## config.mk

```make
export PLATFORM = sky130hd
export DESIGN_NAME = order_entry_body_parser_top_flat
export DESIGN_NICKNAME = d
export VERILOG_FILES = /design/src/oebp_pkg.sv /design/src/oebp_in_if.sv /design/src/oebp_out_if.sv /design/src/oebp_core.sv /design/src/oebp_out_queue.sv /design/src/order_entry_body_parser_top.sv /design/src/flat_wrapper.sv
export SDC_FILE = /design/constraint.sdc
export NUM_CORES = 1
export LEC_CHECK = 0
export BUFFER_PORTS_ARGS = -buffer_cell sky130_fd_sc_hd__buf_2
export CAP_MARGIN = 20
export CORE_MARGIN = 1
export CORE_UTILIZATION = 60
export CTS_BUF_LIST = sky130_fd_sc_hd__clkbuf_8
export CTS_CLUSTER_DIAMETER = 50
export CTS_CLUSTER_SIZE = 28
export DETAILED_ROUTE_END_ITERATION = 8
export PLACE_DENSITY = 0.79
export SLEW_MARGIN = 20
export SYNTH_ARGS = -nofsm -noshare
export SYNTH_HDL_FRONTEND = slang
export SYNTH_HIERARCHICAL = 1
export SYNTH_SLANG_ARGS = --single-unit
```

## constraint.sdc

```tcl
create_clock -name clk_i -period 19.9 [get_ports clk_i]
set_input_delay 2.985 -clock clk_i [delete_from_list [all_inputs] [get_ports clk_i]]
set_output_delay 2.985 -clock clk_i [all_outputs]
set_load 0.005 [all_outputs]
```

## src/oebp_pkg.sv

```systemverilog
// shared constants, types and helpers of the order entry body parser
package oebp_pkg;

  localparam int MaxFirm  = 256;
  localparam int FixedLen = 36;
  localparam int WinLen   = 8;
  localparam int OffW     = $clog2(FixedLen);
  localparam int FillW    = $clog2(WinLen + 1);
  localparam int WinIdxW  = $clog2(WinLen);
  localparam int FcntW    = $clog2(MaxFirm + 1);

  localparam logic [7:0] CharD = 8'h44;
  localparam logic [7:0] CharB = 8'h42;

  // body offsets where each field starts
  localparam logic [OffW-1:0] OffQty    = OffW'(8);
  localparam logic [OffW-1:0] OffIhead  = OffW'(12);
  localparam logic [OffW-1:0] OffItail  = OffW'(14);
  localparam logic [OffW-1:0] OffSide   = OffW'(22);
  localparam logic [OffW-1:0] OffClient = OffW'(23);
  localparam logic [OffW-1:0] OffTif    = OffW'(31);
  localparam logic [OffW-1:0] OffTag    = OffW'(32);
  localparam logic [OffW-1:0] OffFirmId = OffW'(FixedLen - 1);

  typedef enum logic [2:0] {
    KindRecord = 3'd0,
    KindFirm   = 3'd1,
    KindTerm   = 3'd2,
    KindStream = 3'd3,
    KindOver   = 3'd4
  } kind_e;

  typedef struct packed {
    kind_e        kind;
    logic [63:0]  price;
    logic [31:0]  quantity;
    logic [15:0]  instrument_head;
    logic [63:0]  instrument_tail;
    logic [7:0]   side;
    logic [63:0]  client_ref;
    logic [7:0]   tif_code;
    logic [23:0]  tag_chars;
    logic [7:0]   firm_id;
    logic [7:0]   firm_byte;
    logic         last;
  } result_t;

  typedef struct packed {
    logic [1:0] count;
    result_t    first;
    result_t    second;
  } push_t;

  function automatic result_t blank_result(kind_e k);
    result_t r;
    r      = '0;
    r.kind = k;
    return r;
  endfunction

  // terminator pattern: D at even places, B at odd places
  function automatic logic [7:0] term_char(int unsigned i);
    return i[0] ? CharB : CharD;
  endfunction

endpackage

```

## src/oebp_in_if.sv

```systemverilog
// input byte channel
interface oebp_in_if;
  logic       valid;
  logic       ready;
  logic [7:0] data_byte;
  logic       stream_end;

  modport source (output valid, output data_byte, output stream_end, input ready);
  modport sink (input valid, input data_byte, input stream_end, output ready);
endinterface

```

## src/oebp_out_if.sv

```systemverilog
// result channel
interface oebp_out_if;
  logic        valid;
  logic        ready;
  logic [2:0]  kind;
  logic [63:0] price;
  logic [31:0] quantity;
  logic [15:0] instrument_head;
  logic [63:0] instrument_tail;
  logic [7:0]  side;
  logic [63:0] client_ref;
  logic [7:0]  tif_code;
  logic [23:0] tag_chars;
  logic [7:0]  firm_id;
  logic [7:0]  firm_byte;
  logic        last;

  modport source (
    output valid, output kind, output price, output quantity, output instrument_head,
    output instrument_tail, output side, output client_ref, output tif_code,
    output tag_chars, output firm_id, output firm_byte, output last, input ready
  );
  modport sink (
    input valid, input kind, input price, input quantity, input instrument_head,
    input instrument_tail, input side, input client_ref, input tif_code,
    input tag_chars, input firm_id, input firm_byte, input last, output ready
  );
endinterface

```

## src/oebp_core.sv

```systemverilog
// parse state and per-byte decode: fixed fields, firm window, end detection
module oebp_core (
  input  logic                 clk_i,
  input  logic                 rst_ni,
  input  logic                 accept_i,
  input  logic [7:0]           data_byte_i,
  input  logic                 stream_end_i,
  output oebp_pkg::push_t      push_o
);

  logic [oebp_pkg::OffW-1:0]  offset_q, offset_d;
  logic                       firm_q, firm_d;
  logic [63:0]                price_q, price_d;
  logic [31:0]                qty_q, qty_d;
  logic [15:0]                ihead_q, ihead_d;
  logic [63:0]                itail_q, itail_d;
  logic [7:0]                 side_q, side_d;
  logic [63:0]                client_q, client_d;
  logic [7:0]                 tif_q, tif_d;
  logic [23:0]                tag_q, tag_d;
  logic [7:0]                 win_q [oebp_pkg::WinLen];
  logic [7:0]                 win_d [oebp_pkg::WinLen];
  logic [oebp_pkg::FillW-1:0] fill_q, fill_d;
  logic [oebp_pkg::FcntW-1:0] fcount_q, fcount_d;
  logic                       over_q, over_d;

  oebp_pkg::result_t res0, res1;
  logic [1:0]        cnt;
  logic              term;
  logic              clear;
  logic [2:0]        cidx;
  oebp_pkg::kind_e   end_kind;

  assign cidx = 3'(offset_q - oebp_pkg::OffClient);

  always_comb begin
    offset_d = offset_q;
    firm_d   = firm_q;
    price_d  = price_q;
    qty_d    = qty_q;
    ihead_d  = ihead_q;
    itail_d  = itail_q;
    side_d   = side_q;
    client_d = client_q;
    tif_d    = tif_q;
    tag_d    = tag_q;
    win_d    = win_q;
    fill_d   = fill_q;
    fcount_d = fcount_q;
    over_d   = over_q;
    res0     = oebp_pkg::blank_result(oebp_pkg::KindRecord);
    res1     = oebp_pkg::blank_result(oebp_pkg::KindRecord);
    cnt      = 2'd0;
    term     = 1'b0;
    clear    = 1'b0;
    end_kind = oebp_pkg::KindTerm;

    if (stream_end_i) begin
      res0  = oebp_pkg::blank_result(oebp_pkg::KindStream);
      cnt   = 2'd1;
      clear = 1'b1;
    end else if (firm_q) begin
      if (fill_q == oebp_pkg::FillW'(oebp_pkg::WinLen)) begin
        for (int i = 0; i < oebp_pkg::WinLen - 1; i++) begin
          win_d[i] = win_q[i+1];
        end
        win_d[oebp_pkg::WinLen-1] = data_byte_i;
        if (fcount_q >= oebp_pkg::FcntW'(oebp_pkg::MaxFirm)) begin
          over_d = 1'b1;
        end else begin
          fcount_d       = fcount_q + 1'b1;
          res0           = oebp_pkg::blank_result(oebp_pkg::KindFirm);
          res0.firm_byte = win_q[0];
          cnt            = 2'd1;
        end
      end else begin
        win_d[fill_q[oebp_pkg::WinIdxW-1:0]] = data_byte_i;
        fill_d = fill_q + 1'b1;
      end

      term = (fill_d == oebp_pkg::FillW'(oebp_pkg::WinLen));
      for (int unsigned i = 0; i < oebp_pkg::WinLen; i++) begin
        if (win_d[i] != oebp_pkg::term_char(i)) term = 1'b0;
      end

      if (term) begin
        end_kind = over_d ? oebp_pkg::KindOver : oebp_pkg::KindTerm;
        if (cnt == 2'd1) begin
          res1 = oebp_pkg::blank_result(end_kind);
        end else begin
          res0 = oebp_pkg::blank_result(end_kind);
        end
        cnt   = cnt + 2'd1;
        clear = 1'b1;
      end
    end else begin
      if (offset_q < oebp_pkg::OffQty) begin
        price_d[8*offset_q[2:0] +: 8] = data_byte_i;
      end else if (offset_q < oebp_pkg::OffIhead) begin
        qty_d[8*offset_q[1:0] +: 8] = data_byte_i;
      end else if (offset_q < oebp_pkg::OffItail) begin
        ihead_d = {ihead_q[7:0], data_byte_i};
      end else if (offset_q < oebp_pkg::OffSide) begin
        itail_d = {itail_q[55:0], data_byte_i};
      end else if (offset_q == oebp_pkg::OffSide) begin
        side_d = data_byte_i;
      end else if (offset_q < oebp_pkg::OffTif) begin
        client_d[8*cidx +: 8] = data_byte_i;
      end else if (offset_q == oebp_pkg::OffTif) begin
        tif_d = data_byte_i;
      end else if (offset_q < oebp_pkg::OffFirmId) begin
        tag_d = {tag_q[15:0], data_byte_i};
      end

      if (offset_q == oebp_pkg::OffFirmId) begin
        res0                 = oebp_pkg::blank_result(oebp_pkg::KindRecord);
        res0.price           = price_q;
        res0.quantity        = qty_q;
        res0.instrument_head = ihead_q;
        res0.instrument_tail = itail_q;
        res0.side            = side_q;
        res0.client_ref      = client_q;
        res0.tif_code        = tif_q;
        res0.tag_chars       = tag_q;
        res0.firm_id         = data_byte_i;
        cnt                  = 2'd1;
        clear                = 1'b1;
      end else begin
        offset_d = offset_q + 1'b1;
      end
    end

    if (clear) begin
      offset_d = '0;
      price_d  = '0;
      qty_d    = '0;
      ihead_d  = '0;
      itail_d  = '0;
      side_d   = '0;
      client_d = '0;
      tif_d    = '0;
      tag_d    = '0;
      for (int i = 0; i < oebp_pkg::WinLen; i++) begin
        win_d[i] = '0;
      end
      fill_d   = '0;
      fcount_d = '0;
      over_d   = 1'b0;
      // the fixed record is the only end that moves on into the firm string
      firm_d   = !firm_q && !stream_end_i;
    end

    if (cnt == 2'd1) res0.last = 1'b1;
    if (cnt == 2'd2) res1.last = 1'b1;
  end

  assign push_o.count  = cnt;
  assign push_o.first  = res0;
  assign push_o.second = res1;

  always_ff @(posedge clk_i or negedge rst_ni) begin
    if (!rst_ni) begin
      offset_q <= '0;
      firm_q   <= 1'b0;
      price_q  <= '0;
      qty_q    <= '0;
      ihead_q  <= '0;
      itail_q  <= '0;
      side_q   <= '0;
      client_q <= '0;
      tif_q    <= '0;
      tag_q    <= '0;
      for (int i = 0; i < oebp_pkg::WinLen; i++) begin
        win_q[i] <= '0;
      end
      fill_q   <= '0;
      fcount_q <= '0;
      over_q   <= 1'b0;
    end else if (accept_i) begin
      offset_q <= offset_d;
      firm_q   <= firm_d;
      price_q  <= price_d;
      qty_q    <= qty_d;
      ihead_q  <= ihead_d;
      itail_q  <= itail_d;
      side_q   <= side_d;
      client_q <= client_d;
      tif_q    <= tif_d;
      tag_q    <= tag_d;
      win_q    <= win_d;
      fill_q   <= fill_d;
      fcount_q <= fcount_d;
      over_q   <= over_d;
    end
  end

endmodule

```

## src/oebp_out_queue.sv

```systemverilog
// two-entry result queue between the decode and the result channel
module oebp_out_queue (
  input  logic              clk_i,
  input  logic              rst_ni,
  input  logic              accept_i,
  input  oebp_pkg::push_t   push_i,
  input  logic              out_ready_i,
  output logic              in_ready_o,
  output logic              out_valid_o,
  output oebp_pkg::result_t head_o,
  output logic [1:0]        count_o
);

  logic [1:0]        cnt_q, cnt_d;
  oebp_pkg::result_t q0_q, q0_d;
  oebp_pkg::result_t q1_q, q1_d;
  logic              pop;

  assign pop         = (cnt_q != 2'd0) && out_ready_i;
  // an item may enter only when the queue is empty after this cycle
  assign in_ready_o  = (cnt_q == 2'd0) || ((cnt_q == 2'd1) && out_ready_i);
  assign out_valid_o = (cnt_q != 2'd0);
  assign head_o      = q0_q;
  assign count_o     = cnt_q;

  always_comb begin
    cnt_d = cnt_q;
    q0_d  = q0_q;
    q1_d  = q1_q;
    if (pop) begin
      if (cnt_q == 2'd2) q0_d = q1_q;
      cnt_d = cnt_q - 2'd1;
    end
    if (accept_i) begin
      q0_d  = push_i.first;
      q1_d  = push_i.second;
      cnt_d = push_i.count;
    end
  end

  always_ff @(posedge clk_i or negedge rst_ni) begin
    if (!rst_ni) begin
      cnt_q <= 2'd0;
    end else begin
      cnt_q <= cnt_d;
    end
  end

  always_ff @(posedge clk_i) begin
    q0_q <= q0_d;
    q1_q <= q1_d;
  end

endmodule

```

## src/order_entry_body_parser_top.sv

```systemverilog
// top level of the order entry body parser
//
//   channel  dir  contents
//   in_i     in   data_byte, stream_end
//   out_o    out  kind, record fields, firm_byte, last
//
// one byte per cycle while the input is not held; a byte's results sit in the
// two-entry queue the cycle after acceptance. a byte that yields a firm byte and
// the terminator end holds the input while the queue holds both entries.
// reset clears all parse state and empties the queue.
// a stall on the result side holds the input once the queue holds a pending item.
module order_entry_body_parser_top (
  input  logic        clk_i,
  input  logic        rst_ni,
  oebp_in_if.sink     in_i,
  oebp_out_if.source  out_o
);

  oebp_pkg::push_t   push;
  oebp_pkg::result_t head;
  logic              accept;
  logic              in_ready;
  logic [1:0]        q_count;

  assign accept   = in_i.valid && in_ready;
  assign in_i.ready = in_ready;

  oebp_core u_core (
    .clk_i        (clk_i),
    .rst_ni       (rst_ni),
    .accept_i     (accept),
    .data_byte_i  (in_i.data_byte),
    .stream_end_i (in_i.stream_end),
    .push_o       (push)
  );

  oebp_out_queue u_queue (
    .clk_i       (clk_i),
    .rst_ni      (rst_ni),
    .accept_i    (accept),
    .push_i      (push),
    .out_ready_i (out_o.ready),
    .in_ready_o  (in_ready),
    .out_valid_o (out_o.valid),
    .head_o      (head),
    .count_o     (q_count)
  );

  assign out_o.kind            = head.kind;
  assign out_o.price           = head.price;
  assign out_o.quantity        = head.quantity;
  assign out_o.instrument_head = head.instrument_head;
  assign out_o.instrument_tail = head.instrument_tail;
  assign out_o.side            = head.side;
  assign out_o.client_ref      = head.client_ref;
  assign out_o.tif_code        = head.tif_code;
  assign out_o.tag_chars       = head.tag_chars;
  assign out_o.firm_id         = head.firm_id;
  assign out_o.firm_byte       = head.firm_byte;
  assign out_o.last            = head.last;

  a_full_blocks_input: assert property (@(posedge clk_i) disable iff (!rst_ni)
    (q_count == 2'd2) |-> !in_ready)
    else $error("input taken while queue holds two results");

  a_stream_end_result: assert property (@(posedge clk_i) disable iff (!rst_ni)
    (accept && in_i.stream_end && (q_count != 2'd2)) |=>
      (out_o.valid && (out_o.kind == oebp_pkg::KindStream) && out_o.last))
    else $error("stream end did not produce a final stream end result");

  a_end_is_last: assert property (@(posedge clk_i) disable iff (!rst_ni)
    (out_o.valid && ((out_o.kind == oebp_pkg::KindTerm) ||
      (out_o.kind == oebp_pkg::KindStream) || (out_o.kind == oebp_pkg::KindOver)))
      |-> out_o.last)
    else $error("end result not marked last");

  a_record_fields_clear: assert property (@(posedge clk_i) disable iff (!rst_ni)
    (out_o.valid && (out_o.kind != oebp_pkg::KindRecord)) |->
      ((out_o.price == 64'd0) && (out_o.client_ref == 64'd0) && (out_o.firm_id == 8'd0)))
    else $error("record fields nonzero outside a fixed record");

endmodule
```

## src/flat_wrapper.sv

```systemverilog
// flat-port wrapper written by rule: the top's interface ports become plain ports
module order_entry_body_parser_top_flat 
  (clk_i, rst_ni, in_i_valid, in_i_data_byte, in_i_stream_end, in_i_ready, out_o_valid, out_o_kind, out_o_price, out_o_quantity, out_o_instrument_head, out_o_instrument_tail, out_o_side, out_o_client_ref, out_o_tif_code, out_o_tag_chars, out_o_firm_id, out_o_firm_byte, out_o_last, out_o_ready);
  oebp_in_if in_i_i ();
  oebp_out_if out_o_i ();
  input  logic clk_i;
  input  logic rst_ni;
  input wire logic [$bits(in_i_i.valid)-1:0] in_i_valid;
  input wire logic [$bits(in_i_i.data_byte)-1:0] in_i_data_byte;
  input wire logic [$bits(in_i_i.stream_end)-1:0] in_i_stream_end;
  output wire logic [$bits(in_i_i.ready)-1:0] in_i_ready;
  output wire logic [$bits(out_o_i.valid)-1:0] out_o_valid;
  output wire logic [$bits(out_o_i.kind)-1:0] out_o_kind;
  output wire logic [$bits(out_o_i.price)-1:0] out_o_price;
  output wire logic [$bits(out_o_i.quantity)-1:0] out_o_quantity;
  output wire logic [$bits(out_o_i.instrument_head)-1:0] out_o_instrument_head;
  output wire logic [$bits(out_o_i.instrument_tail)-1:0] out_o_instrument_tail;
  output wire logic [$bits(out_o_i.side)-1:0] out_o_side;
  output wire logic [$bits(out_o_i.client_ref)-1:0] out_o_client_ref;
  output wire logic [$bits(out_o_i.tif_code)-1:0] out_o_tif_code;
  output wire logic [$bits(out_o_i.tag_chars)-1:0] out_o_tag_chars;
  output wire logic [$bits(out_o_i.firm_id)-1:0] out_o_firm_id;
  output wire logic [$bits(out_o_i.firm_byte)-1:0] out_o_firm_byte;
  output wire logic [$bits(out_o_i.last)-1:0] out_o_last;
  input wire logic [$bits(out_o_i.ready)-1:0] out_o_ready;
  assign in_i_i.valid = in_i_valid;
  assign in_i_i.data_byte = in_i_data_byte;
  assign in_i_i.stream_end = in_i_stream_end;
  assign in_i_ready = in_i_i.ready;
  assign out_o_valid = out_o_i.valid;
  assign out_o_kind = out_o_i.kind;
  assign out_o_price = out_o_i.price;
  assign out_o_quantity = out_o_i.quantity;
  assign out_o_instrument_head = out_o_i.instrument_head;
  assign out_o_instrument_tail = out_o_i.instrument_tail;
  assign out_o_side = out_o_i.side;
  assign out_o_client_ref = out_o_i.client_ref;
  assign out_o_tif_code = out_o_i.tif_code;
  assign out_o_tag_chars = out_o_i.tag_chars;
  assign out_o_firm_id = out_o_i.firm_id;
  assign out_o_firm_byte = out_o_i.firm_byte;
  assign out_o_last = out_o_i.last;
  assign out_o_i.ready = out_o_ready;
  order_entry_body_parser_top u_core (.clk_i(clk_i), .rst_ni(rst_ni), .in_i(in_i_i), .out_o(out_o_i));
endmodule
```

# == Word-level counts from Yosys, hierarchy flattened ==
# Cells that the tools add are included.
# word_totals
register_bits,967
inputBits,13
output_inout_bits,302
# op_classes
reduce_logical,37
n_eq_ne,29
shifts,6
n_lt_le_gt_ge,9
bitwise,4
add_sub_neg,9
n_mux,133
# ops
cell,n
2-to-1 mux 300 bit,7
2-to-1 mux 64 bit,26
2-to-1 mux 298 bit,2
2-to-1 mux 297 bit,1
2-to-1 mux 24 bit,11
bitwise mux 64 bit,3
2-to-1 mux 32 bit,5
2-to-1 mux 8 bit,19
"variable shift 8 x 34 -> 64 bit, first input constant",2
indexed part select 8 x 34 -> 64 bit,2
2-to-1 mux 16 bit,6
negation 6 -> 34 bit,2
"!= test 8 x 7 -> 1 bit, second input constant",8
2-to-1 mux 9 bit,5
negation 5 -> 34 bit,1
"variable shift 8 x 34 -> 32 bit, first input constant",1
indexed part select 8 x 34 -> 32 bit,1
bitwise mux 32 bit,1
2-to-1 mux 1 bit,28
nonzero test 2 bit,13
demux 8 bit (select 3 bit),1
2-to-1 mux 4 bit,6
2-to-1 mux 6 bit,4
"< comparator 6 x 4 -> 1 bit, second input constant",3
other kinds (38),69

# == Logic depth before layout (Yosys ltp) ==
# Gate-level depths: netlist of the first run.
# depth
word_depth,26
ltp_mapped,18
ltp_nobuf,13

# == Modules after synthesis ==
# The synthesis of the first run kept the hierarchy.
# modules_own_cells
module,cells_each,instances,area_each_um2,seq_area_each_um2
oebp_out_queue,953,1,21917.3,18067.3
oebp_core,2266,1,21271.7,9133.8
order_entry_body_parser_top,1,1,6.3,0.0

# == Worst setup path after synthesis of the first run ==
# Ideal clock, no wire load.
# synth_path
kind,input port to flip-flop
startpoint,in out_o_ready
endpoint,reg u_core.u_queue.q0_q (netlist bit u_core/u_queue/head_o[0]) (enable)
slack_ps,2397
t_arrival_ps,16841
cell_stages,7
n_path_buf,3
setup_time_ps,662
path_cell_list,nand2_1 -> nand2_1 -> and2_1 -> buf_6 -> buf_6 -> buf_6 -> a21o_1
# synth_via
elab_chain_len,5
word_cells_on_any_way,7
# synth_lines
element,line,source
"start, declared",flat_wrapper.sv:25,input wire logic [$bits(out_o_i.ready)-1:0] out_o_ready;
logical AND 1 bit (*),oebp_out_queue.sv:21,assign in_ready_o = (cnt_q == 2'd0) || ((cnt_q == 2'd1) && out_ready_i);
logical OR 1 bit (*),oebp_out_queue.sv:21,
named net in_i_ready,flat_wrapper.sv:11,output wire logic [$bits(in_i_i.ready)-1:0] in_i_ready;
logical AND 1 bit (*),order_entry_body_parser_top.sv:25,assign accept = in_i.valid && in_ready;
named net u_core.accept,order_entry_body_parser_top.sv:21,logic accept;
nonzero test 2 bit (no line),n/a,
AND reduction 2 bit (no line) (*),n/a,
"end signal, assigned",oebp_out_queue.sv:50,q0_q <= q0_d;
"end, declared",oebp_out_queue.sv:15,"oebp_pkg::result_t q0_q, q0_d;"
# Mark *: on every way through the listed nets, which the timed path passes. The rest lies on a longest branch.
# A chain may end at the register's enable or synchronous reset.

# == Worst setup path in the final report of the first run ==
# layout_path
startpoint,in in_i_data_byte[6]
endpoint,reg u_core.u_core.tag_q[3]
# layout_via
elab_chain_len,20
word_cells_on_any_way,37
# layout_lines
element,line,source
"start, declared",flat_wrapper.sv:9,input wire logic [$bits(in_i_i.data_byte)-1:0] in_i_data_byte;
bitwise mux 64 bit,oebp_core.sv:77,win_d[fill_q[oebp_pkg::WinIdxW-1:0]] = data_byte_i;
2-to-1 mux 64 bit (*),oebp_core.sv:63,if (fill_q == oebp_pkg::FillW'(oebp_pkg::WinLen)) begin
2-to-1 mux 64 bit (*),oebp_core.sv:62,end else if (firm_q) begin
2-to-1 mux 64 bit (*),oebp_core.sv:58,if (stream_end_i) begin
!= test 8 x 7 -> 1 bit,oebp_core.sv:83,if (win_d[i] != oebp_pkg::term_char(i)) term = 1'b0;
2-to-1 mux 1 bit (7 in series),oebp_core.sv:83,
2-to-1 mux 1 bit (*),oebp_core.sv:83,
2-to-1 mux 1 bit (*),oebp_core.sv:62,
2-to-1 mux 1 bit (*),oebp_core.sv:58,
2-to-1 mux 1 bit (*),oebp_core.sv:86,if (term) begin
2-to-1 mux 1 bit (*),oebp_core.sv:62,
2-to-1 mux 1 bit (*),oebp_core.sv:58,
"!= test 2 bit (no line), or another cell as far along",n/a,
AND reduction 11 bit (no line),n/a,
"end signal, assigned",oebp_core.sv:189,tag_q <= tag_d;
"end, declared",oebp_core.sv:20,"logic [23:0] tag_q, tag_d;"
# Every way passes the cells marked *; elsewhere a longest branch is shown, timed or not. The select of a mux whose other input is x is not followed.

==> results of run 1 <==
kinds of logic after synthesis:
group                      Yosys count
xor gates and xnor gates             8
muxes                              372
adders and majority gates           18
AOI/OAI and AO/OA                  461
and+or+nand+nor                    838
other                                1
DFF                                967
buffers and inverters              555
final cells by class:
cell class,instances,area (um2),area share (%)
flip-flops and latches,967,27200,58.59
multi-input cells,1994,13620,29.33
repair buffers,353,1891,4.072
clock buffers,90,1239,2.668
well taps,950,1189,2.560
clock inverters,78,1069,2.302
inverters,57,214.0,0.4609
diodes,2,5.005,0.01078
synth_stat cells (all sizes together), types with 15 or more instances:
| master | number | area share (%) |
|---|---|---|
| a21oi | 23 | 0.33 |
| a22o | 124 | 2.5 |
| and2 | 271 | 3.9 |
| buf | 381 | 6.7 |
| clkbuf | 117 | 1.0 |
| dfrtp | 367 | 21 |
| edfxtp | 600 | 42 |
| ha | 18 | 0.52 |
| inv | 56 | 0.49 |
| mux2 | 335 | 8.8 |
| mux2i | 37 | 0.86 |
| nand2 | 274 | 2.4 |
| nand3 | 24 | 0.28 |
| nand4 | 37 | 0.54 |
| nor2 | 66 | 0.57 |
| nor3 | 52 | 0.60 |
| o211ai | 15 | 0.27 |
| o21ai | 131 | 1.6 |
| o31ai | 46 | 0.80 |
| or3 | 16 | 0.23 |
state kept, by name (all words and copies together), names as in the netlist, 2 cells and up:
register,cells
u_core/u_core/itail_q,64
u_core/u_queue/q1_q,300
u_core/u_core/side_q,8
u_core/u_core/price_q,64
u_core/u_core/win_q,64
u_core/u_queue/head_o,300
u_core/u_core/tif_q,8
u_core/u_core/fcount_q,9
u_core/u_core/tag_q,24
u_core/u_core/qty_q,32
u_core/u_core/fill_q,4
u_core/u_core/client_q,64
u_core/u_core/offset_q,6
u_core/u_core/ihead_q,16
u_core/u_queue/count_o,2
worst register-to-register path: cells and delay by family, from the launching register on:
| family | cells | cell delay [ps] |
|---|---|---|
| AOI/OAI and AO/OA | 3 | 1070 |
| adders and majority gates | 1 | 750 |
| buffers and inverters | 3 | 1010 |
| DFF | 1 | 370 |
| muxes | 1 | 370 |
| and+or+nand+nor | 5 | 3140 |
cell usage in the layout (no fill, tap or decap), types with 45 or more instances in the layout:
| cell | instances |
|---|---|
| conb_1 | 297 |
| buf_2 | 313 |
| inv_1 | 59 |
| o31ai_1 | 45 |
| and2_1 | 269 |
| nor2_1 | 64 |
| mux2_2 | 315 |
| edfxtp_1 | 600 |
| dfrtp_1 | 367 |
| clkbuf_8 | 90 |
| nor3_1 | 50 |
| o21ai_0 | 121 |
| nand2_1 | 273 |
| a22o_1 | 124 |
power by group through the flow:
stage | Clock (uW) | Combinational, uW | Sequential [uW]
after floorplan | 0 | 1080 | 3110
after global placement | 0 | 1520 | 3050
after detailed placement | 0 | 1550 | 3060
after CTS | 1460 | 1550 | 3020
after global routing | 1530 | 1690 | 3060
final | 1430 | 1560 | 3020
per-layer routing:
| layer | routed length, um | vias to the layer above | track usage, % | part of all wire, % |
|---|---|---|---|---|
| li1 | - | 11560 | - | - |
| met3 | 6672 | 180 | 4.294 | 7.0 |
| met2 | 46210 | 1071 | 42.00 | 49 |
| met5 | 27 | - | 0 | 0.028 |
| met4 | 2777 | 4 | 9.099 | 2.9 |
| met1 | 39240 | 12760 | 35.01 | 41 |
stage by stage:
stage	instance area [um2]	hold WS (ps)	utilization (%)	power, uW	std cells
floorplan	44310	440.2	-	4186	3516
global placement	44090	454.2	61.78	4565	4321
detailed placement	44090	464.1	61.78	4606	4321
CTS	46400	484.2	65.02	6033	4489
global route	46420	494.7	65.05	6282	4491
finish	46420	486.1	65.05	6010	4491
worst min path at each step:
stage / to / cells past startpoint / slack (ps) / startpoint
after floorplan: u_core/u_core/qty_q[24] / 2 / 440 / u_core/u_core/qty_q[24]
after global placement: u_core/u_core/qty_q[31] / 2 / 450 / u_core/u_core/qty_q[31]
after detailed placement: u_core/u_core/qty_q[28] / 2 / 460 / u_core/u_core/qty_q[28]
after CTS: u_core/u_core/itail_q[61] / 2 / 480 / u_core/u_core/itail_q[61]
after global routing: u_core/u_core/itail_q[61] / 2 / 490 / u_core/u_core/itail_q[61]
final: u_core/u_core/itail_q[61] / 2 / 490 / u_core/u_core/itail_q[61]
==> run summary, run 1 <==
The final worst clock skew is 40.97 ps. The sum of overflow across all layers after global routing is 0. The die span in x is 270.3 um. Yosys printed 6 warnings. The design internal power came out at 4000 uW. The run finished with clean final reports. The worst reg-to-reg path cell count came out at 13.

The initial antenna violation count is 3. The count of final hold-check violations came out at 0. Setup violations remaining at the end of the flow were counted as 0.

The port buffer count came out at 314. STA classifies the critical path endpoint as a flop. Of the total power, the clock network draws 23.8%. The critical path ends at u_core/u_core/tag_q[3]. The largest fanout on the critical path is 43. The xor and xnor area share after synthesis is 0.1622%. Detailed placement ended at an HPWL of 59.44 mm. The global router's overall resource usage came out at 25.71%. The die is 270.3 um tall. Summing the areas of all compound-gate instances in the mapped netlist gives 8.015% of the synthesized area. The clock tree root buffer cell is clkbuf_8. The area of the core region is 71360 um2. STA classifies the critical path startpoint as an input pin.

The post-cts sizing count is 0. The power density over cell area is 129.5 nW/um2. The pin count of the biggest net entering global routing came out at 159. The ratio of routed vias to standard cells is 5.694. Traced cell by cell, the critical path runs through buf_2 > inv_1 > o31a_1 > a221oi_2 > nand4_1 > or4_4 > nor4b_4 > nand2b_2 > buf_4 > o21a_4 > mux2_2. The starting DRC count in detailed routing came out at 2855. The critical register-to-register path endpoint is u_core/u_core/tag_q[3]. The fraction of registers with async set or reset after synthesis is 37.95%. The routability congestion estimate from global placement is 0.9227. The total number of vias came out at 25.57k. The cell area after technology mapping came out at 43200 um2. From synthesis to final layout, the design area changed by 7.473%. Clock-pin slew was measured on the worst setup and hold paths at 100 ps. Once the floorplan was initialized, standard cells occupied 60.53% of the core.

The post-synthesis register bit count is 967. In the synthesized netlist, mux cells make up 9.660% of the area. The number of synthesized flops with an enable pin came out at 600. The required arrival time at the worst endpoint is 20520 ps.

The floorplan has 98 rows. The aggregate routed wire length is 94.93 mm. The distinct cell type count of the synthesized netlist is 90. The net count of the finished layout is 3493. The relative slew slack is 22.27%. The area share of fa/ha/maj cells after synthesis is 0.5214%. For this run, the leading register cell type out of synthesis is edfxtp_1. VDD sags by at most 0.1227 mV. The fmax is 133.5 MHz. The share of post-route cells with drive strength above 1 came out at 24.89%. The path class of the tightest hold or removal check is flop to flop.

In the final routed layout, each cell accounts on average for 21.14 um. The count of final max-slew check failures is 0. The smallest clock period supported by the final layout is computed as 7489 ps. The number of placed I/O pins came out at 315.

The number of maximum-capacitance violations came out at 0. The analysis attributes to net switching a power of 2010 uW. The H-tree level count came out at 3.

The final critical-path setup slack came out at 12410 ps. The number of buffers inserted for hold repair after clock tree synthesis came out at 0. The slew at the pin closest to its max-slew limit came out at 1156 ps. The die covers 73070 um2.

The layout has 5194 filler cells. The post-CTS setup buffer count is 0. The first detailed-routing pass ran for 7 iterations. The most critical setup path has its startpoint at in_i_data_byte[6]. The part of the power in registers is 50.2%.

The number of buffers and inverters on the critical path is 3. The synthesized instance count is 3220. The cell family contributing the most delay on the critical path is simple AND/OR/NAND/NOR gates. Setup repair after global routing left no endpoint under its margin. The number of global-route vias before repair came out at 25.10k. The combinational fraction of design power is 26.0%. For this run, the register share of the synthesized area comes to 62.97%. TritonCTS built the clock tree. Across all register-to-register paths, the minimum setup slack is 13060 ps. The slowest stage of the critical path is the nand2b_2 cell.

The setup slack at placement is 11760 ps. Counting along the longest clock path gives a buffer depth of 3. The period utilization is 37.63%.

The synthesized area per cell came out at 13.41 um2. In this run the critical register-to-register path is launched from u_core/u_core/fill_q[0]. In this run the remaining antenna-violating nets after routing total 0. At the worst endpoint, the arrival time is 8110 ps.

The simple-gate area share of the yosys netlist came out at 10.40%. The remaining design rule violation count came out at 0. The startpoint-to-endpoint class of the critical path is input pin to flop. The static leakage came out at 0.01910 uW. The setup TNS came out at 0 ps. The dominant combinational cell family by area after synthesis is simple AND/OR/NAND/NOR gates. Buffers inserted during clock tree synthesis total 89.

The largest stage delay on the critical path came out at 820 ps. The tree built by TritonCTS fans out to 967 sinks. Net switching is 33.45% of the power. The clock latency on the worst-skew pair is 740 ps. The number of cells on the critical path is 11. The first-pass GRT wire length is 145.0 mm.
Note: power is estimated with default switching activity, not from simulation.
==> inputs of run 2 (changes only) <==
- clock period: 19.9 -> 7.3 ns (I/O delays scaled with it)
==> run 2 against run 1 <==
  * Clock skew is 3.6 ps lower
  * Worst hold slack got worse by 78 ps
  * Via count fell by 0.99%
  * Die area unchanged
==> run summary, run 2 (synthesized netlist as in run 1, its figures left out) <==
The required arrival time at the worst endpoint is 7920 ps (-12600 ps). The worst path uses 82.19% of the clock period. The ratio of routed vias to standard cells was 5.645 (-0.86%). The H-tree level count is 3 (unchanged). The port buffer count is 314 (unchanged). The critical path data arrival time came to 6620 ps (-1490 ps). The slowest stage of the critical path is the dfrtp_1 cell. The count of final setup violators came out at 0 (unchanged). The static leakage came out at 0.01904 uW (-0.29%). The top cell types in the final layout, fill and taps aside, are 600 x edfxtp_1, 367 x dfrtp_1, 315 x mux2_2. The routed length per instance came out at 21.44 um (+1.4%).

The clock edge transition at the registers on the reported setup and hold paths came out at 110 ps (about the same). Among the stages of the critical path, the cell type that occurs most often is o21a_4. Setup repair after global routing left no endpoint under its margin.

The routability congestion estimate from global placement came out at 0.9645 (+4.5%). The power density over cell area came to 350.7 nW/um2 (+170%). The setup TNS is 0 ps (unchanged). The first-pass GRT wire length came out at 146.8 mm (+1.2%). The placed wire-length estimate was 61.76 mm (+3.9%). The slew at the pin closest to its max-slew limit came out at 1125 ps (-31.80 ps). The number of cell rows came out at 98 (unchanged). STA classifies the critical path startpoint as a flop. The area of the core region was 71360 um2 (unchanged). The remaining design rule violation count is 0 (unchanged).

Leaving out fill and tap cells, the most frequent cell in the layout is edfxtp_1. The relative slew slack is 25.03% (+2.8 points). The pin count of the biggest net entering global routing is 217 (+36%). The fmax is 166.7 MHz. On the critical path the largest part of the delay comes from simple AND/OR/NAND/NOR gates.

The share of post-route cells with drive strength above 1 came out at 24.60% (-0.29 points). TritonCTS built the clock tree. The largest stage delay on the critical path came out at 780 ps (-40 ps). The number of non-filler instances in the completed layout is 4485 (-0.13%).

The sum of overflow across all layers after global routing is 0 (unchanged). The starting density of the core is 60.53% (unchanged). The number of nets in the finished design came out at 3488 (-0.14%). The worst hold slack is 408.6 ps (-77.57 ps). The post-cts sizing count is 0 (unchanged). The run finished with clean final reports. The number of placed I/O pins is 315 (unchanged).

The count of final max-slew check failures was 0 (unchanged). In this run the worst hold path is classified as input pin to async pin. The aggregate routed wire length came out at 96.16 mm (+1.3%).

The largest fanout on the critical path was 34 (-21%). The post-CTS setup buffer count is 0 (unchanged). The height of the die was 270.3 um (unchanged). The number of sinks on the clock net is 967 (unchanged). The initial antenna violation count came out at 5 (+2).

The number of maximum-capacitance violations came out at 0 (unchanged). The number of global-route vias before repair was 24.75k (-1.4%). The number of buffers and inverters on the critical path came out at 2 (-1). The total number of vias came out at 25.32k (-0.99%).

The die span in x was 270.3 um (unchanged). The maximum vdd ir drop came out at 0.5531 mV (+350%). The number of buffers added by the clock tree synthesis step is 87 (-2.2%). The placed instance count is 4318 (-0.069%). The first-pass iteration count of the detailed router came out at 5 (-2). The relative area change from synthesis to final layout came out at 7.207%.

The area enclosed by the die boundary came out at 73070 um2 (unchanged). The count of nets left with antenna violations after detail routing came out at 0 (unchanged). The number of buffers inserted for hold repair after clock tree synthesis was 0 (unchanged).

By startpoint and endpoint, the worst setup path is classified as flop to flop. The starting DRC count in detailed routing is 2763 (-3.2%). The smallest clock period supported by the final layout is computed as 6000 ps. Walking the worst path, the cells encountered are inv_1 > ha_1 > nand2_1 > a21oi_4 > o221ai_1 > or4_1 > or3_1 > nor4_4 > buf_4 > o21a_4 > o21a_4 > mux2_2. The count of final hold-check violations came out at 0 (unchanged). The root buffer cell chosen for the clock tree is clkbuf_8.

The clock latency on the worst-skew pair was 740 ps (about the same). The final worst clock skew came out at 37.32 ps (-3.646 ps). The global router's overall resource usage came to 26.22% (+0.51 points). The worst setup path is captured at a flop. The maximum buffer depth of the clock tree is 3 (unchanged).
## run 2: cell types whose count changed in the layout (fill, tap and decap cells not counted), moves of 2 or more
cell	previous run	this run
bufinv_16	9	6
clkinv_1	2	5
nor3_2	2	0
inv_16	3	1
clkinv_2	3	6
nor3_1	50	52
inv_8	9	16
inv_6	17	8
clkinv_16	2	0
buf_12	1	8
clkinv_4	7	5
buf_4	37	28
## run 2: stage by stage
step	setup slack (ps)	cell area [um2]	util (%)	power, uW
global placement	1631	44150	61.86	12510
CTS	1541	46300	64.88	16310
finish	1300	46310	64.89	16240
global route	1115	46310	64.89	16990
floorplan	984.9	44320	-	11160
detailed placement	1528	44150	61.86	12620
## run 2: routing by layer
layer | routed length [um] | part of all wire, % | GRT usage, % | vias to the layer above
met5 | 0 | 0 | 0 | -
li1 | - | - | - | 11540
met1 | 40140 | 42 | 35.98 | 12640
met3 | 5910 | 6.1 | 3.458 | 178
met4 | 2796 | 2.9 | 9.188 | 0
met2 | 47310 | 49 | 43.28 | 957
## run 2: worst register-to-register path: cells and delay by family (launching register included)
kind                     cells  cell delay (ps)
multiplexers                 1              380
AND/OR/NAND/NOR              4             1950
flip-flops                   1              780
AO/OA/AOI/OAI                4             1560
adder cells (fa/ha/maj)      1              720
buffers and inverters        2              530
## run 2: path summary, 6_finish.rpt
kind	startpoint	slack (ps)	cells after the start	endpoint
max in group asynchronous	rst_ni	5410	2	u_core/u_core/itail_q[31]
worst max register to register	u_core/u_core/fill_q[0]	1300	12	u_core/u_core/tag_q[2]
min in group clk_i	u_core/u_core/itail_q[63]	480	2	u_core/u_core/itail_q[63]
worst max-delay path	u_core/u_core/fill_q[0]	1300	12	u_core/u_core/tag_q[2]
worst min register to register	u_core/u_core/itail_q[63]	480	2	u_core/u_core/itail_q[63]
worst min-delay path	rst_ni	410	1	u_core/u_core/ihead_q[6]
## run 2: where the power goes
| group | switching [uW] | leakage (uW) | internal (uW) |
|---|---|---|---|
| Clock | 2130 | 0.00108 | 1560 |
| Combinational | 2620 | 0.00720 | 1660 |
| Sequential | 695 | 0.0108 | 7580 |
## run 2: final cells by class
cell class                 count  area, um2
inverter                      57      214.0
sequential                   967      27200
clock inverter                73      897.1
clock buffer                  91       1252
tap                          950       1189
antenna                        3      7.507
multi-input combinational   1994      13600
timing repair buffer         350       1952
fill                        5228      25060
